File: src/hw/rtl/sfd_pkg.sv
// ----------------------------------------------------------------------------
// SBUS frame decoder package
// Shared widths, frame positions, state and job codes, and the command and
// status structs that join the controller and the datapath.
// ----------------------------------------------------------------------------
package sfd_pkg;

    localparam int BYTE_W     = 8;
    localparam int CHAN_W     = 11;
    localparam int IDX_W      = 4;
    localparam int CFG_IDX_W  = 3;
    localparam int POS_W      = 5;
    localparam int ACC_W      = 19;
    localparam int PCT_W      = 16;
    localparam int THR_W      = 15;
    localparam int DIVIDEND_W = 27;
    localparam int SPAN_W     = 16;

    localparam logic [POS_W-1:0] FRAME_LEN     = 5'd25;
    localparam logic [POS_W-1:0] FLAGS_POS     = 5'd23;
    localparam logic [POS_W-1:0] LAST_DATA_POS = 5'd22;
    localparam logic [POS_W-1:0] FIRST_POS     = 5'd1;
    localparam logic [POS_W-1:0] NUM_CHANS     = 5'd16;
    localparam logic [POS_W-1:0] BITS_PER_BYTE = 5'd8;
    localparam logic [POS_W-1:0] BITS_PER_CHAN = 5'd11;

    localparam logic [SPAN_W-1:0] Q_FULL_SPAN = 16'd51200;
    localparam logic [SPAN_W-1:0] Q_HALF_SPAN = 16'd25600;

    localparam logic [CHAN_W-1:0] RST_CH_LOW  = 11'd172;
    localparam logic [CHAN_W-1:0] RST_CH_HIGH = 11'd1811;
    localparam logic [CHAN_W-1:0] RST_ARM_THR = 11'd1000;

    typedef enum logic [CFG_IDX_W-1:0] {
        CFG_CH1_LOW,
        CFG_CH1_HIGH,
        CFG_CH3_LOW,
        CFG_CH3_HIGH,
        CFG_ARM_THR
    } t_cfg_idx;

    typedef enum logic [2:0] {
        ST_IDLE,
        ST_DECODE,
        ST_LOAD,
        ST_DIV_START,
        ST_DIV_RUN,
        ST_EMIT
    } t_state;

    typedef enum logic [1:0] {
        JOB_ROLL,
        JOB_THR,
        JOB_YAW
    } t_job;

    typedef struct packed {
        logic latch;
        logic apply;
        logic chan_write;
        logic load;
        t_job job;
        logic div_start;
        logic capture;
        logic status_write;
    } t_cmd;

    typedef struct packed {
        logic is_flags;
        logic emits_chan;
        logic out_busy;
        logic div_done;
    } t_status;

endpackage

File: src/hw/rtl/sfd_div.sv
// ----------------------------------------------------------------------------
// SBUS frame decoder divider
// Restoring unsigned divider, one quotient bit per cycle.
// ----------------------------------------------------------------------------
module sfd_div (
    input  logic                            i_clk,
    input  logic                            i_rst_n,
    input  logic                            i_start,
    input  logic [sfd_pkg::DIVIDEND_W-1:0]  i_dividend,
    input  logic [sfd_pkg::CHAN_W-1:0]      i_divisor,
    output logic                            o_done,
    output logic [sfd_pkg::DIVIDEND_W-1:0]  o_quot
);
    import sfd_pkg::*;

    localparam int CNT_W = $clog2(DIVIDEND_W);
    localparam logic [CNT_W-1:0] LAST_STEP = CNT_W'(DIVIDEND_W - 1);

    logic                   r_busy;
    logic                   r_done;
    logic [CNT_W-1:0]       r_cnt;
    logic [CHAN_W-1:0]      r_rem;
    logic [DIVIDEND_W-1:0]  r_work;
    logic [CHAN_W-1:0]      n_rem;
    logic [DIVIDEND_W-1:0]  n_work;
    logic [CHAN_W:0]        trial;
    logic                   fits;

    always_comb begin
        trial  = {r_rem, r_work[DIVIDEND_W-1]};
        fits   = trial >= {1'b0, i_divisor};
        n_rem  = fits ? CHAN_W'(trial - {1'b0, i_divisor}) : trial[CHAN_W-1:0];
        n_work = {r_work[DIVIDEND_W-2:0], fits};
    end

    always_ff @(posedge i_clk) begin
        if (!i_rst_n) begin
            r_busy <= 1'b0;
            r_done <= 1'b0;
            r_cnt  <= '0;
        end else begin
            r_done <= 1'b0;
            if (i_start) begin
                r_busy <= 1'b1;
                r_cnt  <= '0;
            end else if (r_busy) begin
                if (r_cnt == LAST_STEP) begin
                    r_busy <= 1'b0;
                    r_done <= 1'b1;
                end
                r_cnt <= r_cnt + 1'b1;
            end
        end
    end

    always_ff @(posedge i_clk) begin
        if (i_start) begin
            r_rem  <= '0;
            r_work <= i_dividend;
        end else if (r_busy) begin
            r_rem  <= n_rem;
            r_work <= n_work;
        end
    end

    assign o_done = r_done;
    assign o_quot = r_work;

endmodule

File: src/hw/rtl/sfd_datapath.sv
// ----------------------------------------------------------------------------
// SBUS frame decoder datapath
// Configuration registers, bit packer, percentage scaling and output register.
// ----------------------------------------------------------------------------
module sfd_datapath (
    input  logic                            i_clk,
    input  logic                            i_rst_n,
    input  logic                            i_cfg_valid,
    input  logic [sfd_pkg::CFG_IDX_W-1:0]   i_cfg_index,
    input  logic [sfd_pkg::CHAN_W-1:0]      i_cfg_data,
    input  logic [sfd_pkg::BYTE_W-1:0]      i_rx_byte,
    input  logic                            i_frame_start,
    input  logic                            i_out_stall,
    input  sfd_pkg::t_cmd                   i_cmd,
    output sfd_pkg::t_status                o_status,
    output logic                            o_out_valid,
    output logic                            o_kind,
    output logic [sfd_pkg::IDX_W-1:0]       o_chan_index,
    output logic [sfd_pkg::CHAN_W-1:0]      o_chan_value,
    output logic                            o_digital_a,
    output logic                            o_digital_b,
    output logic                            o_lost_frame,
    output logic                            o_failsafe_on,
    output logic signed [sfd_pkg::PCT_W-1:0] o_roll_pct,
    output logic [sfd_pkg::THR_W-1:0]       o_throttle_pct,
    output logic signed [sfd_pkg::PCT_W-1:0] o_yaw_pct,
    output logic                            o_armed
);
    import sfd_pkg::*;

    localparam int SQ_W = DIVIDEND_W + 2;
    localparam logic signed [SQ_W-1:0] SYM_MAX  = 29'sd32767;
    localparam logic signed [SQ_W-1:0] SYM_MIN  = -29'sd32768;
    localparam logic signed [SQ_W-1:0] UNIT_MAX = 29'sd25600;
    localparam logic signed [SQ_W-1:0] SYM_OFF  = 29'sd25600;

    // Configuration
    logic [CHAN_W-1:0] r_ch1_low, r_ch1_high, r_ch3_low, r_ch3_high, r_arm_thr;

    // Captured input item
    logic [BYTE_W-1:0] r_byte;
    logic              r_start;

    // Packer state
    logic [POS_W-1:0]  r_byte_pos;
    logic [ACC_W-1:0]  r_acc;
    logic [POS_W-1:0]  r_bc;
    logic [POS_W-1:0]  r_cc;
    logic [CHAN_W-1:0] r_saved1, r_saved3, r_saved4;

    // Scaling operands and results
    logic [DIVIDEND_W-1:0] r_mag;
    logic [CHAN_W-1:0]     r_den;
    logic                  r_neg;
    logic                  r_empty;
    logic signed [PCT_W-1:0] r_roll, r_yaw;
    logic [THR_W-1:0]      r_thr;

    // Output register
    logic                  r_out_valid;
    logic                  r_kind;
    logic [IDX_W-1:0]      r_idx;
    logic [CHAN_W-1:0]     r_val;
    logic [3:0]            r_flags;
    logic signed [PCT_W-1:0] r_o_roll, r_o_yaw;
    logic [THR_W-1:0]      r_o_thr;
    logic                  r_armed;

    logic                  in_data;
    logic [23:0]           acc_new;
    logic [POS_W-1:0]      bc_new;
    logic                  emit;

    logic [CHAN_W-1:0]     sel_v, sel_lo, sel_hi;
    logic [CHAN_W:0]       diff, range;
    logic [CHAN_W-1:0]     abs_diff;
    logic [SPAN_W-1:0]     span;
    logic [DIVIDEND_W-1:0] mag_prod;

    logic [DIVIDEND_W-1:0] dividend;
    logic                  div_done;
    logic [DIVIDEND_W-1:0] quot;
    logic signed [SQ_W-1:0] sq;
    logic signed [SQ_W-1:0] shifted;
    logic signed [PCT_W-1:0] sym_sat;
    logic [THR_W-1:0]      unit_sat;

    // Packer decode for the held byte.
    always_comb begin
        in_data = (r_byte_pos >= FIRST_POS) && (r_byte_pos <= LAST_DATA_POS);
        acc_new = {5'b0, r_acc} | ({16'b0, r_byte} << r_bc[3:0]);
        bc_new  = r_bc + BITS_PER_BYTE;
        emit    = !r_start && in_data && (bc_new >= BITS_PER_CHAN) && (r_cc < NUM_CHANS);
    end

    assign o_status.is_flags   = !r_start && (r_byte_pos == FLAGS_POS);
    assign o_status.emits_chan = emit;
    assign o_status.out_busy   = r_out_valid && i_out_stall;
    assign o_status.div_done   = div_done;

    // Operand setup for one scaling job.
    always_comb begin
        sel_v    = (i_cmd.job == JOB_YAW) ? r_saved3   : r_saved1;
        sel_lo   = (i_cmd.job == JOB_YAW) ? r_ch3_low  : r_ch1_low;
        sel_hi   = (i_cmd.job == JOB_YAW) ? r_ch3_high : r_ch1_high;
        diff     = {1'b0, sel_v} - {1'b0, sel_lo};
        range    = {1'b0, sel_hi} - {1'b0, sel_lo};
        abs_diff = diff[CHAN_W] ? CHAN_W'(-diff) : diff[CHAN_W-1:0];
        span     = (i_cmd.job == JOB_THR) ? Q_HALF_SPAN : Q_FULL_SPAN;
        mag_prod = {{(DIVIDEND_W-CHAN_W){1'b0}}, abs_diff}
                 * {{(DIVIDEND_W-SPAN_W){1'b0}}, span};
    end

    // Adding half the divisor turns the floor division into round-to-nearest.
    assign dividend = r_mag + {{(DIVIDEND_W-CHAN_W+1){1'b0}}, r_den[CHAN_W-1:1]};

    sfd_div u_div (
        .i_clk      (i_clk),
        .i_rst_n    (i_rst_n),
        .i_start    (i_cmd.div_start),
        .i_dividend (dividend),
        .i_divisor  (r_den),
        .o_done     (div_done),
        .o_quot     (quot)
    );

    // Sign, offset and saturation of the quotient.
    always_comb begin
        sq      = r_neg ? -$signed({2'b0, quot}) : $signed({2'b0, quot});
        shifted = (i_cmd.job == JOB_THR) ? sq : sq - SYM_OFF;
        if (shifted > SYM_MAX) begin
            sym_sat = PCT_W'(SYM_MAX);
        end else if (shifted < SYM_MIN) begin
            sym_sat = PCT_W'(SYM_MIN);
        end else begin
            sym_sat = shifted[PCT_W-1:0];
        end
        if (shifted < 0) begin
            unit_sat = '0;
        end else if (shifted > UNIT_MAX) begin
            unit_sat = THR_W'(UNIT_MAX);
        end else begin
            unit_sat = shifted[THR_W-1:0];
        end
        if (r_empty) begin
            sym_sat  = '0;
            unit_sat = '0;
        end
    end

    always_ff @(posedge i_clk) begin
        if (!i_rst_n) begin
            r_ch1_low  <= RST_CH_LOW;
            r_ch1_high <= RST_CH_HIGH;
            r_ch3_low  <= RST_CH_LOW;
            r_ch3_high <= RST_CH_HIGH;
            r_arm_thr  <= RST_ARM_THR;
        end else if (i_cfg_valid) begin
            case (i_cfg_index)
                CFG_CH1_LOW:  r_ch1_low  <= i_cfg_data;
                CFG_CH1_HIGH: r_ch1_high <= i_cfg_data;
                CFG_CH3_LOW:  r_ch3_low  <= i_cfg_data;
                CFG_CH3_HIGH: r_ch3_high <= i_cfg_data;
                CFG_ARM_THR:  r_arm_thr  <= i_cfg_data;
                default: ;
            endcase
        end
    end

    always_ff @(posedge i_clk) begin
        if (!i_rst_n) begin
            r_byte_pos <= FRAME_LEN;
            r_acc      <= '0;
            r_bc       <= '0;
            r_cc       <= '0;
            r_saved1   <= '0;
            r_saved3   <= '0;
            r_saved4   <= '0;
        end else if (i_cmd.apply) begin
            if (r_start) begin
                r_byte_pos <= FIRST_POS;
                r_acc      <= '0;
                r_bc       <= '0;
                r_cc       <= '0;
            end else if (r_byte_pos < FRAME_LEN) begin
                r_byte_pos <= r_byte_pos + 1'b1;
                if (in_data) begin
                    if (emit) begin
                        r_acc <= ACC_W'(acc_new >> CHAN_W);
                        r_bc  <= bc_new - BITS_PER_CHAN;
                        r_cc  <= r_cc + 1'b1;
                        if (r_cc == 5'd1) r_saved1 <= acc_new[CHAN_W-1:0];
                        if (r_cc == 5'd3) r_saved3 <= acc_new[CHAN_W-1:0];
                        if (r_cc == 5'd4) r_saved4 <= acc_new[CHAN_W-1:0];
                    end else begin
                        r_acc <= acc_new[ACC_W-1:0];
                        r_bc  <= bc_new;
                    end
                end
            end
        end
    end

    always_ff @(posedge i_clk) begin
        if (i_cmd.latch) begin
            r_byte  <= i_rx_byte;
            r_start <= i_frame_start;
        end
        if (i_cmd.load) begin
            r_mag   <= mag_prod;
            r_den   <= range[CHAN_W-1:0];
            r_neg   <= diff[CHAN_W];
            r_empty <= range[CHAN_W] || (range == '0);
        end
        if (i_cmd.capture) begin
            case (i_cmd.job)
                JOB_ROLL: r_roll <= sym_sat;
                JOB_THR:  r_thr  <= unit_sat;
                JOB_YAW:  r_yaw  <= sym_sat;
                default: ;
            endcase
        end
    end

    always_ff @(posedge i_clk) begin
        if (!i_rst_n) begin
            r_out_valid <= 1'b0;
        end else if (i_cmd.chan_write || i_cmd.status_write) begin
            r_out_valid <= 1'b1;
        end else if (!i_out_stall) begin
            r_out_valid <= 1'b0;
        end
    end

    always_ff @(posedge i_clk) begin
        if (i_cmd.chan_write) begin
            r_kind   <= 1'b0;
            r_idx    <= r_cc[IDX_W-1:0];
            r_val    <= acc_new[CHAN_W-1:0];
            r_flags  <= '0;
            r_o_roll <= '0;
            r_o_thr  <= '0;
            r_o_yaw  <= '0;
            r_armed  <= 1'b0;
        end else if (i_cmd.status_write) begin
            r_kind   <= 1'b1;
            r_idx    <= '0;
            r_val    <= '0;
            r_flags  <= r_byte[3:0];
            r_o_roll <= r_roll;
            r_o_thr  <= r_thr;
            r_o_yaw  <= r_yaw;
            r_armed  <= r_saved4 > r_arm_thr;
        end
    end

    assign o_out_valid    = r_out_valid;
    assign o_kind         = r_kind;
    assign o_chan_index   = r_idx;
    assign o_chan_value   = r_val;
    assign o_digital_a    = r_flags[0];
    assign o_digital_b    = r_flags[1];
    assign o_lost_frame   = r_flags[2];
    assign o_failsafe_on  = r_flags[3];
    assign o_roll_pct     = r_o_roll;
    assign o_throttle_pct = r_o_thr;
    assign o_yaw_pct      = r_o_yaw;
    assign o_armed        = r_armed;

endmodule

File: src/hw/rtl/sfd_ctrl.sv
// ----------------------------------------------------------------------------
// SBUS frame decoder controller
// Sequences byte capture, packing, the three scaling divides and result writes.
// ----------------------------------------------------------------------------
module sfd_ctrl (
    input  logic              i_clk,
    input  logic              i_rst_n,
    input  logic              i_in_valid,
    input  sfd_pkg::t_status  i_status,
    output logic              o_in_stall,
    output sfd_pkg::t_cmd     o_cmd
);
    import sfd_pkg::*;

    t_state r_state, n_state;
    t_job   r_job, n_job;

    always_ff @(posedge i_clk) begin
        if (!i_rst_n) begin
            r_state <= ST_IDLE;
            r_job   <= JOB_ROLL;
        end else begin
            r_state <= n_state;
            r_job   <= n_job;
        end
    end

    always_comb begin
        n_state    = r_state;
        n_job      = r_job;
        o_cmd      = '0;
        o_cmd.job  = r_job;
        o_in_stall = 1'b1;
        case (r_state)
            ST_IDLE: begin
                o_in_stall = 1'b0;
                if (i_in_valid) begin
                    o_cmd.latch = 1'b1;
                    n_state     = ST_DECODE;
                end
            end
            ST_DECODE: begin
                if (i_status.is_flags) begin
                    o_cmd.apply = 1'b1;
                    n_job       = JOB_ROLL;
                    n_state     = ST_LOAD;
                end else if (i_status.emits_chan) begin
                    // Packing and the channel result commit together.
                    if (!i_status.out_busy) begin
                        o_cmd.apply      = 1'b1;
                        o_cmd.chan_write = 1'b1;
                        n_state          = ST_IDLE;
                    end
                end else begin
                    o_cmd.apply = 1'b1;
                    n_state     = ST_IDLE;
                end
            end
            ST_LOAD: begin
                o_cmd.load = 1'b1;
                n_state    = ST_DIV_START;
            end
            ST_DIV_START: begin
                o_cmd.div_start = 1'b1;
                n_state         = ST_DIV_RUN;
            end
            ST_DIV_RUN: begin
                if (i_status.div_done) begin
                    o_cmd.capture = 1'b1;
                    case (r_job)
                        JOB_ROLL: begin
                            n_job   = JOB_THR;
                            n_state = ST_LOAD;
                        end
                        JOB_THR: begin
                            n_job   = JOB_YAW;
                            n_state = ST_LOAD;
                        end
                        default: begin
                            n_state = ST_EMIT;
                        end
                    endcase
                end
            end
            ST_EMIT: begin
                if (!i_status.out_busy) begin
                    o_cmd.status_write = 1'b1;
                    n_state            = ST_IDLE;
                end
            end
            default: begin
                n_state = ST_IDLE;
            end
        endcase
    end

endmodule

File: src/hw/rtl/sbus_frame_decoder.sv
// ----------------------------------------------------------------------------
// SBUS frame decoder
// Unpacks 16 proportional channels from SBUS frame bytes and reports a frame
// status word with scaled roll, throttle and yaw percentages.
// ----------------------------------------------------------------------------
// Bytes arrive one per input transfer; a transfer with frame_start set is byte
// 0 of a new frame and restarts the bit packer while keeping the saved channel
// values. Each channel byte is captured and then decoded, and a byte that
// completes a channel issues one channel result. The flags byte runs three
// 27-step restoring divides on a single shared divider, one for roll, one
// for throttle and one for yaw. Its status result is written once the yaw
// divide is done and the output register is free, and the next byte is
// taken only after that; the divider sets the pace of the flags byte.
// A result waits in the output register while the next byte is taken; a
// decode that emits a channel holds until it is free. Configuration writes
// are always ready and must happen while the block is idle.
// ----------------------------------------------------------------------------
module sbus_frame_decoder (
    input  logic                             i_clk,
    input  logic                             i_rst_n,

    // Configuration write channel
    input  logic                             i_cfg_valid,
    output logic                             o_cfg_ready,
    input  logic [sfd_pkg::CFG_IDX_W-1:0]    i_cfg_index,
    input  logic [sfd_pkg::CHAN_W-1:0]       i_cfg_data,

    // Byte input channel
    input  logic                             i_in_valid,
    output logic                             o_in_stall,
    input  logic [sfd_pkg::BYTE_W-1:0]       i_rx_byte,
    input  logic                             i_frame_start,

    // Result channel
    output logic                             o_out_valid,
    input  logic                             i_out_stall,
    output logic                             o_kind,
    output logic [sfd_pkg::IDX_W-1:0]        o_chan_index,
    output logic [sfd_pkg::CHAN_W-1:0]       o_chan_value,
    output logic                             o_digital_a,
    output logic                             o_digital_b,
    output logic                             o_lost_frame,
    output logic                             o_failsafe_on,
    output logic signed [sfd_pkg::PCT_W-1:0] o_roll_pct,
    output logic [sfd_pkg::THR_W-1:0]        o_throttle_pct,
    output logic signed [sfd_pkg::PCT_W-1:0] o_yaw_pct,
    output logic                             o_armed
);
    import sfd_pkg::*;

    t_cmd    cmd;
    t_status status;

    // The register file never pushes back, so every write transfer lands at once.
    assign o_cfg_ready = 1'b1;

    // The controller decides when each byte is captured, packed and scaled.
    sfd_ctrl u_ctrl (
        .i_clk      (i_clk),
        .i_rst_n    (i_rst_n),
        .i_in_valid (i_in_valid),
        .i_status   (status),
        .o_in_stall (o_in_stall),
        .o_cmd      (cmd)
    );

    // The datapath holds the configuration, packer state, divider and the
    // output register that decouples the two channels.
    sfd_datapath u_datapath (
        .i_clk          (i_clk),
        .i_rst_n        (i_rst_n),
        .i_cfg_valid    (i_cfg_valid),
        .i_cfg_index    (i_cfg_index),
        .i_cfg_data     (i_cfg_data),
        .i_rx_byte      (i_rx_byte),
        .i_frame_start  (i_frame_start),
        .i_out_stall    (i_out_stall),
        .i_cmd          (cmd),
        .o_status       (status),
        .o_out_valid    (o_out_valid),
        .o_kind         (o_kind),
        .o_chan_index   (o_chan_index),
        .o_chan_value   (o_chan_value),
        .o_digital_a    (o_digital_a),
        .o_digital_b    (o_digital_b),
        .o_lost_frame   (o_lost_frame),
        .o_failsafe_on  (o_failsafe_on),
        .o_roll_pct     (o_roll_pct),
        .o_throttle_pct (o_throttle_pct),
        .o_yaw_pct      (o_yaw_pct),
        .o_armed        (o_armed)
    );

endmodule
File: config.mk
export PLATFORM = sky130hd
export DESIGN_NAME = sbus_frame_decoder
export DESIGN_NICKNAME = d
export VERILOG_FILES = /design/src/hw/rtl/sfd_pkg.sv /design/src/hw/rtl/sfd_div.sv /design/src/hw/rtl/sfd_datapath.sv /design/src/hw/rtl/sfd_ctrl.sv /design/src/hw/rtl/sbus_frame_decoder.sv
export SDC_FILE = /design/constraint.sdc
export NUM_CORES = 1
export LEC_CHECK = 0
export BUFFER_PORTS_ARGS = -buffer_cell sky130_fd_sc_hd__clkbuf_2
export CORE_MARGIN = 5
export CORE_UTILIZATION = 39
export CTS_BUF_LIST = sky130_fd_sc_hd__clkbuf_8
export CTS_CLUSTER_DIAMETER = 150
export DETAILED_ROUTE_END_ITERATION = 6
export PLACE_DENSITY = 0.64
export SLEW_MARGIN = 20
export SYNTH_ARGS = -nofsm -noshare
export SYNTH_HDL_FRONTEND = slang
export SYNTH_SLANG_ARGS = --single-unit
File: constraint.sdc
create_clock -name i_clk -period 9.7 [get_ports i_clk]
set_input_delay 0 -clock i_clk [delete_from_list [all_inputs] [get_ports i_clk]]
set_output_delay 0 -clock i_clk [all_outputs]
set_load 0.05 [all_outputs]
==> results.yml <==
placement:
  dp_hpwl_um: 34000
  place_congestion: 0.932
  post-place-ws_ns: 1.22
  dp.cells: 2733
  port_buffers: 97
synth:
  yosys_warnings: 0
  synth.avg_cell_area_sq_um: 8.77
  synth_top_area_cell: "dfxtp_1"
  syn_area_sq_um: 18500
  synth_seq_cells: 327
  synth_top_area_frac: 0.215
  synth_cells: 2110
  seq_area_frac_synth: 0.423
  ys.flop_type: "dfxtp_1"
  yosys-top-cells-area: "dfxtp_1 22%, edfxtp_1 21%, nand2_1 8.1%"
  ys_types: 86
  synth_edf_count: 128
  async_reset_ff_frac: 0
cts:
  post_cts_buffers: 0
  clk-insertion-delay-late_ns: 0.65
  cts_max_path_buffers: 3
  cts.sink_count: 327
  root_buffer: "clkbuf_8"
  ctsHtreeMaxLevel: 2
  cts_tree: "done"
  ctsHoldBuffers: 36
  post_cts_resized: 0
  path_clk_slew_ns: 0.06
  cts_made_buffers: 55
power:
  ir_drop_mv: 0.114
  finalPower_mw: 3.25
  power_frac_comb: 0.148
  p_per_area_nw_per_um2: 154
  pwr-share-seq: 0.459
  netSwitchingPower_mw: 0.877
  power.share.clock: 0.394
  swShare: 0.270
  p_leak_nw: 8.45
  p_int_mw: 2.38
critical_path:
  r2r_start: "u_ctrl.r_job[1]$_SDFFE_PN0P_"
  start_kind: "flop"
  worstPathMaxFanout: 37
  cp-end-kind: "flop"
  cp.arrival_ns: 8.95
  cp.required_ns: 10.14
  worst-setup-path-type: "flop to flop"
  critPathLaunch: "u_ctrl.r_job[1]$_SDFFE_PN0P_"
cells_and_area:
  area_delta_synth_final_pct: 13.8
  nNetsFinal: 2380
  drive_gt1_frac: 0.107
  final-seq-area_sq_um: 7830
  antenna_cells: 0
  post-route-util: 0.451
  stdcell_count: 2873
  fillers: 4527
  multi_input_area_sq_um: 9950
detailed_routing:
  post_drt_wl_per_cell_um: 16.3
  wirelength_um: 46700
  ant_nets: 0
  vias: 15500
  dr.pass1.iters: 5
  first_iter_violations: 1056
  drc: 0
  vias_per_cell: 5.38
sta:
  finalSetupViolations: 0
  worstMarginPinSlew_ns: 1.04
  fmax_mhz: 118
  hold_viol: 0
  drv_slew: 0
  fin_ws_ns: 1.20
  clock_skew_ns: 0.0418
  relSlewSlack: 0.299
  finalSetupTns_ns: 0
  min_period_ns: 8.50
  period_share: 0.876
  rsz0062_at_grt: "no"
status:
  outcome: "finished, final reports clean"
global_route:
  globalRoute.totalOverflow: 0
  grt_pass1_vias: 15000
  grt_usage: 0.176
  grt_pass1_wl_um: 77000
  grt_max_degree: 72
  antenna_found_initial: 0
floorplanning:
  initial_core_util: 0.396
  die_w_um: 228
  rows: 79
  die_area_sq_um: 51900
  die_h_um: 228
  core-area_sq_um: 46800
  ios: 99
min_path:
  worstHoldStart: "i_rx_byte[5]"
  hp-class: "primary input to flop"
job:
  max-cap-violations: 0
[routing by layer]
metal	global-route usage	wire length, um	vias to the layer above	part of all wire
li1	-	-	7643	-
met2	0.286	21300	478	0.46
met4	0.0611	1300	0	0.028
met3	0.0354	3030	81	0.065
met5	0	0	-	0
met1	0.235	21100	7268	0.45
[Yosys cell counts, types with 13 or more instances]
master and instances:
a211oi_1 53, a21o_1 15, a21oi_1 105, clkbuf_1 87, dfxtp_1 199, edfxtp_1 128
fa_1 26, ha_1 107, inv_1 102, mux2i_1 41, nand2_1 399, nand3_1 49
nand4_1 17, nor2_1 213, nor2b_1 21, nor3_1 41, o211ai_1 17, o21a_1 19
o21ai_0 129, o31ai_1 13, or3_1 14, xnor2_1 47, xor2_1 29
[cell families (layout without fill, tap and decap cells)]
kind of cell	count (synthesis)	in the layout	synth area share
and+or+nand+nor	852	852	0.206
AOI/OAI and AO/OA	458	458	0.161
DFF	327	327	0.423
buffers and inverters	209	357	0.0434
adders and majority gates	134	134	0.101
xor gates and xnor gates	77	77	0.0374
muxes	51	51	0.0283
other	2	10	0.000406
[state kept, by name (all words and copies together) (netlist names), 11 cells and up]
register,flops
u_datapath.r_roll,16
u_datapath.r_thr,15
u_datapath.o_throttle_pct,15
u_datapath.r_ch1_low,11
u_datapath.r_mag,17
u_datapath.r_saved1,11
u_datapath.r_ch3_low,11
u_datapath.r_acc,19
u_datapath.r_ch1_high,11
u_datapath.u_div.r_rem,11
u_datapath.o_yaw_pct,16
u_datapath.o_roll_pct,16
u_datapath.u_div.o_quot,27
u_datapath.r_yaw,16
u_datapath.r_arm_thr,11
u_datapath.r_den,11
u_datapath.r_saved3,11
u_datapath.r_ch3_high,11
u_datapath.r_saved4,11
u_datapath.o_chan_value,11
[per-stage QoR]
| stage | area [sq um] | hold WS, ns |
|---|---|---|
| floorplan | 18500 | 0.0989 |
| global placement | 19500 | 0.178 |
| detailed placement | 19500 | 0.179 |
| CTS | 21100 | 0.0178 |
| global route | 21100 | 0.0408 |
| finish | 21100 | 0.0700 |
[placed cells by master (no fill, tap or decap), drive strengths merged, types with 13 or more instances in the layout]
cell type / Yosys / final
a21o: 15 / 15
edfxtp: 128 / 128
o21a: 19 / 19
nand4: 18 / 18
a21oi: 105 / 105
fa: 26 / 26
nor2: 213 / 213
nor2b: 21 / 21
inv: 103 / 129
buf: 18 / 16
o31ai: 13 / 13
nand3: 49 / 49
o21ai: 130 / 130
and2: 13 / 13
xnor2: 47 / 47
nand2: 400 / 400
mux2i: 41 / 41
or3: 14 / 14
ha: 107 / 107
dlygate4sd3: 0 / 36
o211ai: 17 / 17
dfxtp: 199 / 199
xor2: 30 / 30
nor3: 42 / 42
clkbuf: 87 / 164
a211oi: 54 / 54
[worst max-delay path, cell delays in order (launching register included)]
cell and delay, ns:
dfxtp_1 0.50, nor2b_4 0.23, buf_4 0.42, mux2i_1 0.33, ha_1 0.31, o21a_1 0.16
a311o_1 0.34, o21ai_0 0.28, a31oi_1 0.17, a31oi_1 0.66, nor2b_1 0.23, xor2_1 0.32
nor2_1 0.10, fa_1 0.53, fa_1 0.44, ha_1 0.33, fa_1 0.55, inv_1 0.06
fa_1 0.52, inv_1 0.04, ha_1 0.33, a21oi_1 0.22, o21bai_1 0.09, a21oi_1 0.20
o21ai_0 0.14, or4_1 0.43, and3_1 0.16, a211oi_1 0.18
[power by group through the flow]
stage | Sequential, mW | Combinational [mW] | Clock, mW
2_1_floorplan | 1.53 | 0.350 | 0
3_3_place_gp | 1.52 | 0.462 | 0
3_5_place_dp | 1.52 | 0.470 | 0
4_1_cts | 1.49 | 0.485 | 1.32
5_1_grt | 1.49 | 0.553 | 1.39
6_report | 1.49 | 0.480 | 1.28
[path summary, 6_finish.rpt]
| kind | end | slack (ns) | cells after the start |
|---|---|---|---|
| min reg2reg | u_datapath.o_yaw_pct[4]$_SDFFE_PP0P_ | 0.44 | 2 |
| max reg2reg | u_datapath.r_mag[26]$_DFFE_PP_ | 1.20 | 27 |
| min | u_datapath.r_byte[5]$_DFFE_PP_ | 0.07 | 2 |
| max | u_datapath.r_mag[26]$_DFFE_PP_ | 1.20 | 27 |
[layout make-up]
cell class,instances,share of cell area
multi-input cells,1582,0.472
flip-flops and latches,327,0.372
repair buffers,149,0.0458
clock buffers,67,0.0438
well taps,607,0.0360
inverters,104,0.0185
clock inverters,37,0.0120
Power figures use the tool's default switching activity.
